[src/rtl/fdtd_pkg.sv]
// Shared types and constants for the Yee-grid FDTD time step core.
// Used by the field RAM, the update unit and the top level; no dependencies.
package fdtd_pkg;

    localparam int MAX_DIM  = 16;
    localparam int DIM_W    = $clog2(MAX_DIM);
    localparam int ADDR_W   = 3 * DIM_W;
    localparam int CELLS    = MAX_DIM * MAX_DIM * MAX_DIM;
    localparam int FIELD_W  = 32;
    localparam int COEF_W   = 48;
    localparam int SCALE_W  = 32;
    localparam int SIZE_W   = 5;
    localparam int ACC_W    = 52;
    localparam int NUM_MEM  = 6;

    localparam int M_EX = 0;
    localparam int M_EY = 1;
    localparam int M_EZ = 2;
    localparam int M_HX = 3;
    localparam int M_HY = 4;
    localparam int M_HZ = 5;

    localparam logic [2:0] CFG_E_COEFF  = 3'd0;
    localparam logic [2:0] CFG_H_COEFF  = 3'd1;
    localparam logic [2:0] CFG_SRC_SCL  = 3'd2;
    localparam logic [2:0] CFG_SIZE_X   = 3'd3;
    localparam logic [2:0] CFG_SIZE_Y   = 3'd4;
    localparam logic [2:0] CFG_SIZE_Z   = 3'd5;
    localparam logic [2:0] CFG_PROBE_X  = 3'd6;
    localparam logic [2:0] CFG_PROBE_Y  = 3'd7;

    typedef logic signed [FIELD_W-1:0] t_field;

    typedef struct packed {
        logic                start;
        t_field              old;
        logic [COEF_W-1:0]   coef;
        t_field              a;
        t_field              b;
        t_field              c;
        t_field              d;
    } t_upd_req;

    typedef struct packed {
        logic   done;
        logic   ovf;
        t_field result;
    } t_upd_rsp;

    typedef enum logic [2:0] {
        U_IDLE, U_DIFF, U_MUL0, U_MUL1, U_ACC, U_SAT
    } t_ust;

    typedef enum logic [3:0] {
        ST_CLEAR, ST_IDLE, ST_READ, ST_UPD_GO, ST_UPD_WAIT, ST_WR, ST_WALL,
        ST_PROBE_RD, ST_PROBE_CAP
    } t_state;

    typedef enum logic [1:0] {
        PASS_E, PASS_WALL, PASS_SRC, PASS_H
    } t_pass;

endpackage

[src/rtl/fdtd_upd.sv]
// Field update unit: old + coef*(a-b) - coef*(c-d), truncated and saturated.
// Uses one shared 32x32 multiplier over several cycles; depends on fdtd_pkg.
module fdtd_upd
    import fdtd_pkg::*;
(
    input  logic     i_clk,
    input  logic     i_rst_n,
    input  t_upd_req i_req,
    output t_upd_rsp o_rsp
);

    t_ust                       r_st, n_st;
    logic                       r_ph;
    logic [COEF_W-1:0]          r_coef;
    t_field                     r_a, r_b, r_c, r_d;
    logic signed [ACC_W-1:0]    r_acc;
    logic [FIELD_W-1:0]         r_mag;
    logic                       r_neg;
    logic [63:0]                r_p0;
    logic [47:0]                r_p1;

    logic signed [FIELD_W:0]    diff;
    logic [31:0]                mul_b;
    logic [63:0]                mul_p;
    logic [79:0]                prod;
    logic signed [ACC_W-1:0]    term;
    logic                       fits;

    always_comb begin
        n_st = r_st;
        case (r_st)
            U_IDLE: if (i_req.start) n_st = U_DIFF;
            U_DIFF: n_st = U_MUL0;
            U_MUL0: n_st = U_MUL1;
            U_MUL1: n_st = U_ACC;
            U_ACC:  n_st = r_ph ? U_SAT : U_DIFF;
            U_SAT:  n_st = U_IDLE;
            default: n_st = U_IDLE;
        endcase
    end

    always_comb begin
        diff = r_ph ? ({r_c[FIELD_W-1], r_c} - {r_d[FIELD_W-1], r_d})
                    : ({r_a[FIELD_W-1], r_a} - {r_b[FIELD_W-1], r_b});
        mul_b = (r_st == U_MUL1) ? {16'd0, r_coef[COEF_W-1:32]} : r_coef[31:0];
        mul_p = {32'd0, r_mag} * {32'd0, mul_b};
        prod = {16'd0, r_p0} + {r_p1, 32'd0};
        term = (r_neg ^ r_ph) ? -$signed({4'd0, prod[79:32]})
                              : $signed({4'd0, prod[79:32]});
        fits = (r_acc[ACC_W-1:FIELD_W-1] == '0) || (r_acc[ACC_W-1:FIELD_W-1] == '1);
    end

    always_ff @(posedge i_clk) begin
        if (!i_rst_n) begin
            r_st <= U_IDLE;
            r_ph <= 1'b0;
        end else begin
            r_st <= n_st;
            if (r_st == U_IDLE) begin
                r_ph <= 1'b0;
            end else if (r_st == U_ACC) begin
                r_ph <= 1'b1;
            end
        end
    end

    always_ff @(posedge i_clk) begin
        case (r_st)
            U_IDLE: begin
                r_coef <= i_req.coef;
                r_a    <= i_req.a;
                r_b    <= i_req.b;
                r_c    <= i_req.c;
                r_d    <= i_req.d;
                r_acc  <= ACC_W'(i_req.old);
            end
            U_DIFF: begin
                r_neg <= diff[FIELD_W];
                r_mag <= diff[FIELD_W] ? FIELD_W'(-diff) : diff[FIELD_W-1:0];
            end
            U_MUL0: r_p0 <= mul_p;
            U_MUL1: r_p1 <= mul_p[47:0];
            U_ACC:  r_acc <= r_acc + term;
            default: ;
        endcase
    end

    always_comb begin
        o_rsp.done = (r_st == U_SAT);
        o_rsp.ovf  = (r_st == U_SAT) && !fits;
        if (fits) begin
            o_rsp.result = r_acc[FIELD_W-1:0];
        end else if (r_acc[ACC_W-1]) begin
            o_rsp.result = {1'b1, {(FIELD_W-1){1'b0}}};
        end else begin
            o_rsp.result = {1'b0, {(FIELD_W-1){1'b1}}};
        end
    end

endmodule

[config.mk]
export PLATFORM = sky130hd
export DESIGN_NAME = fdtd_upd
export DESIGN_NICKNAME = d
export VERILOG_FILES = /design/src/rtl/fdtd_pkg.sv /design/src/rtl/fdtd_upd.sv
export SDC_FILE = /design/constraint.sdc
export NUM_CORES = 2
export LEC_CHECK = 0
export BUFFER_PORTS_ARGS = -buffer_cell sky130_fd_sc_hd__buf_4
export CORE_AREA = 2 2 286 358
export CTS_CLUSTER_SIZE = 25
export DETAILED_ROUTE_END_ITERATION = 8
export DIE_AREA = 0 0 288 360
export GPL_ROUTABILITY_DRIVEN = 0
export GPL_TIMING_DRIVEN = 0
export HOLD_SLACK_MARGIN = 0.15
export MAX_ROUTING_LAYER = met4
export PLACE_DENSITY_LB_ADDON = 0.25
export SYNTH_ARGS = -nofsm -noshare
export SYNTH_HDL_FRONTEND = slang
export SYNTH_SLANG_ARGS = --single-unit
[constraint.sdc]
create_clock -name i_clk -period 17 [get_ports i_clk]
set_input_delay 1.7 -clock i_clk [delete_from_list [all_inputs] [get_ports i_clk]]
set_output_delay 1.7 -clock i_clk [all_outputs]
set_load 0.005 [all_outputs]
# Yosys cells after proc, flatten, opt, wreduce, memory -nomap -nowiden
# Index checks and enable logic that the tools add are counted.
# totals
word_cells	45
out_inout_bits	34
inputBits	211
regBits	377
# classes
n_mul	1
bitwise	2
add_sub_neg	6
n_reduce_logical	7
eq_ne	7
muxes	10
# ops
cell	count
$mux 32	4
$pmux 52 s2	1
$add 64x80->80	1
$sub 32x32->33	2
$mul 32x32->64	1
$add 52x52->52	1
$mux 52	1
$neg 48->52	1
$mux 33	1
$neg 32->32	1
$eq 21x21->1 const B	1
$logic_not 21->1	1
$pmux 3 s5	1
$eq 3x2->1 const B	2
$eq 3x3->1 const B	2
$mux 3	2
$eq 3x1->1 const B	1
$logic_not 3->1	1
$ne 2x2->1 const B	1
$reduce_bool 2->1	1
$reduce_or 2->1	1
$logic_and 1x1->1	1
$logic_not 1->1	1
$logic_or 1x1->1	1
2 further kinds	2

# Logic depth before layout (Yosys ltp)
# depth
word_depth	5
depth_mapped	37

# Worst setup path before layout
# Ideal clock, no wire load.
# synth_timing
kind	register -> register
from	register r_st[0]
to	register r_a[0] (enable)
setup_time_ns	0.927
arrival_ns	12.456
slack_ns	3.617
n_path_buf	1
synth_period_minus_slack_ns	13.383
required_time_ns	16.073
path_stages_with_launch	3
path_cell_list	dfxtp_1 clkbuf_1 nor3_1
# synth_between
elab_chain_len	1
# synth_rtl
element	line	rtl
start, declared	fdtd_upd.sv:12	t_ust r_st, n_st;
start signal, assigned	fdtd_upd.sv:58	r_st <= n_st;
$logic_not 3->1	fdtd_upd.sv:68	case (r_st)
end signal, assigned	fdtd_upd.sv:71	r_a <= i_req.a;
end, declared	fdtd_upd.sv:15	t_field r_a, r_b, r_c, r_d;
# Every way passes these cells.
# A chain may end at the register's enable or synchronous reset.

# Final worst setup path
# layout_timing
from	register r_st[0]
to	register r_p0[59] (data pin)
# layout_between
elab_chain_len	3
# layout_rtl
element	line	rtl
$eq 3x2->1	fdtd_upd.sv:45	mul_b = (r_st == U_MUL1) ? {16'd0, r_coef[COEF_W-1:32]} : r_coef[31:0];
$mux 32	fdtd_upd.sv:45	
$mul 32x32->64	fdtd_upd.sv:46	mul_p = {32'd0, r_mag} * {32'd0, mul_b};
via mul_p[59]	fdtd_upd.sv:24	logic [63:0] mul_p;
end signal, assigned	fdtd_upd.sv:81	U_MUL0: r_p0 <= mul_p;
end, declared	fdtd_upd.sv:19	logic [63:0] r_p0;
# The timed path passes the listed nets, and every way through them passes these cells.

==> impl_metrics.py <==
metrics = {
    "critical_path": {
        "cp.required_ns": 17.34,
        "cp_slowest_stage_delay_ns": 1.15,
        "cp_common_cell": "fa_1",
        "worst-path-max-fanout": 57,
        "critical_path_class": "reg2reg",
        "timing.critical_path.to_type": "register",
        "timing.critical_path.from_type": "register",
        "worst_ep_arrival_time_ns": 13.87,
        "critPathSlowestCell": "nand3b_1",
    },
    "synth": {
        "synth_area_per_cell_sq_um": 9.55,
        "syn_area_sq_um": 54800,
        "yosys_warnings": 0,
        "ys_dominant_reg_cell": "edfxtp_1",
        "postSynthCellCount": 5738,
        "ys_ff_latch": 345,
        "synth.distinct_cells": 90,
        "async_reset_ff_share_pct": 0,
        "ys_seq_area_share_pct": 18.8,
        "postSynthNetCount": 7261,
        "number_of_synthesized_flops_with_an_enable_pin": 341,
    },
    "clocking": {
        "ctsRootBufferMaster": "clkbuf_16",
        "htree_levels": 2,
        "clkLatencyLatePin_ns": 0.61,
        "clock_tree_from_tritoncts": "yes",
        "cts-buffers-inserted": 38,
        "post_cts.repair.setup_buffers": 0,
        "clockBufferDepth": 3,
        "post_cts_resized": 0,
        "holdBufCountCts": 0,
        "clkSlewWorstSetupHoldPaths_ns": 0.06,
        "cts_num_sinks": 345,
    },
    "layout": {
        "nNetsFinal": 7567,
        "n_fill_cell": 8706,
        "drive_gt1_share_pct": 6.16,
        "stdcell_area_sq_um": 59900,
        "postLayoutCoreUtil_pct": 59.8,
        "areaGrowthSynthToFinish_pct": 9.34,
    },
    "sta": {
        "relSlewSlack_pct": 2.92,
        "setup-tns-final_ns": 0,
        "tightestPinTransition_ns": 1.45,
        "timing.final.max_slew_violations": 0,
        "final.setup_skew_ns": 0.0165,
        "hold_viol": 0,
        "layout_worst_path_cycle_share_pct": 79.6,
        "clock.fmax_mhz": 73.9,
        "final-setup-viol-count": 0,
        "layout_setup_ws_ns": 3.47,
        "finalWorstPathRequiredPeriod_ns": 13.53,
        "rsz0062_at_grt": "no",
    },
    "placement": {
        "placed_cell_area_sq_um": 58600,
        "place_hpwl_um": 152000,
        "port_buffers": 244,
        "dpl_worst_slack_ns": 3.78,
    },
    "detailed_routing": {
        "number_of_vias_in_the_routed_layout": 44400,
        "detail_route.drc_violations": 0,
        "route.detailed.vias_per_inst": 5.98,
        "route.detailed.wl_per_inst_um": 25.3,
        "drt_wl_total_um": 188000,
        "drt.antenna.violating_nets": 0,
        "first_pass_iters": 8,
        "drt_iter0_markers": 4451,
    },
    "floorplanning": {
        "ios": 245,
        "die-height_um": 360,
        "die_area_sq_um": 104000,
        "core_sq_um": 100000,
        "fp-row-count": 130,
        "fp.dieW_um": 288,
        "start_util_pct": 54.7,
    },
    "global_routing": {
        "globalRouteTotalUtil_pct": 37.9,
        "first_pass_grt_wire_length_um": 278000,
        "grt_start_max_net_pins": 58,
        "antenna_found_initial": 27,
        "grt_overflow": 0,
        "first_global_vias": 45800,
    },
    "flow_run": {
        "max_cap_violations": 0,
    },
    "status": {
        "outcome": "finished, final reports clean",
    },
    "hold_path": {
        "worstHoldPathType": "reg2reg",
    },
}
-- area by class of cell --
type	count	area [sq um]	share of cell area, %
buffer	303	1140	1.91
inverter	998	3750	6.25
clock buffer	46	981	1.64
tap	1320	1650	2.76
timing repair buffer	266	2110	3.52
clock inverter	19	263	0.438
multi-input combinational	4092	39600	66.1
antenna	34	85.1	0.142
sequential	345	10300	17.2
-- logic make-up after synthesis --
group	Yosys count	synth area share (%)
AOI/OAI and AO/OA	825	9.62
and+or+nand+nor	1670	15.8
DFF	345	18.8
adders and majority gates	1312	42.3
xor gates and xnor gates	272	4.35
muxes	13	0.251
buffers and inverters	1301	8.92
-- cell usage in the layout (no fill, tap or decap), drive strengths merged, types with 54 or more instances in the layout --
| cell | netlist | layout |
|---|---|---|
| xor2 | 99 | 99 |
| inv | 997 | 1000 |
| nor2 | 128 | 128 |
| nor2b | 77 | 77 |
| nand3 | 54 | 54 |
| ha | 412 | 412 |
| o21ai | 189 | 189 |
| clkbuf | 296 | 342 |
| fa | 900 | 900 |
| a21oi | 233 | 233 |
| and2 | 316 | 316 |
| and3 | 302 | 302 |
| xnor2 | 173 | 173 |
| a21o | 161 | 161 |
| edfxtp | 341 | 341 |
| nand2 | 611 | 611 |
| buf | 7 | 273 |
-- synthesized netlist by cell type (8+ instances only) --
library cell	count	area, sq um
a211o_1	9	78.8
a211oi_1	23	173
a21o_1	161	1210
a21oi_1	233	1170
a31o_2	8	70.1
a31oi_1	29	181
and2_1	315	1970
and3_1	301	1880
and4_1	9	78.8
clkbuf_1	296	1110
edfxtp_1	341	10200
fa_1	900	18000
ha_1	412	5150
inv_1	997	3740
nand2_1	611	2290
nand2b_1	30	188
nand3_1	54	270
nand4_1	42	263
nor2_1	126	473
nor2b_1	77	482
nor3_1	33	165
nor4_1	10	62.6
o211ai_1	17	128
o21a_1	25	188
o21ai_0	181	906
o21ai_1	8	40.0
o21bai_1	30	225
o31ai_1	19	143
or2_2	10	62.6
or3_1	11	68.8
xnor2_1	173	1520
xor2_1	99	867
-- worst paths after layout --
| path | startpoint | to | slack, ns | depth (start not counted) |
|---|---|---|---|---|
| max reg2reg | r_st[0] | r_p0[59] | 3.47 | 34 |
| min reg2reg | r_acc[0] | r_acc[0] | 0.74 | 3 |
| min | r_acc[0] | r_acc[0] | 0.74 | 3 |
| max | r_st[0] | r_p0[59] | 3.47 | 34 |
-- registers in the layout, summed over array words and instances (netlist names) --
name / flops
r_p1: 48
r_st: 3
r_ph: 1
r_neg: 1
r_a: 32
r_b: 32
r_coef: 48
r_mag: 32
r_p0: 32
r_c: 32
r_d: 32
r_acc: 52
-- worst max-delay path, delay by kind of cell (launching register included) --
kind	cells	cell delay (ns)
adder cells (fa/ha/maj)	9	4.45
buffers and inverters	8	3.17
AO/OA/AOI/OAI	10	2.91
AND/OR/NAND/NOR	6	2.19
flip-flops	1	0.31
XOR/XNOR	1	0.10
-- through the flow --
stage               hold WS (ns)  std cells
finish                     0.738       7423
CTS                        0.754       7389
floorplan                  0.633       5738
global route               0.776       7415
detailed placement         0.737       7324
global placement           0.721       7302
-- layer usage --
metal / track usage, % / vias up / wire length [um] / part of all wire, %
met5: - / - / 0 / 0
met2: 57.3 / 2748 / 84200 / 45
met3: 13.1 / 1016 / 21900 / 12
met4: 30.8 / 0 / 20300 / 11
met1: 39.9 / 21500 / 61300 / 33
li1: - / 19100 / - / -
Power is not shown: default switching activity piles up to over one toggle a cycle in this logic, so the estimate is an artifact.
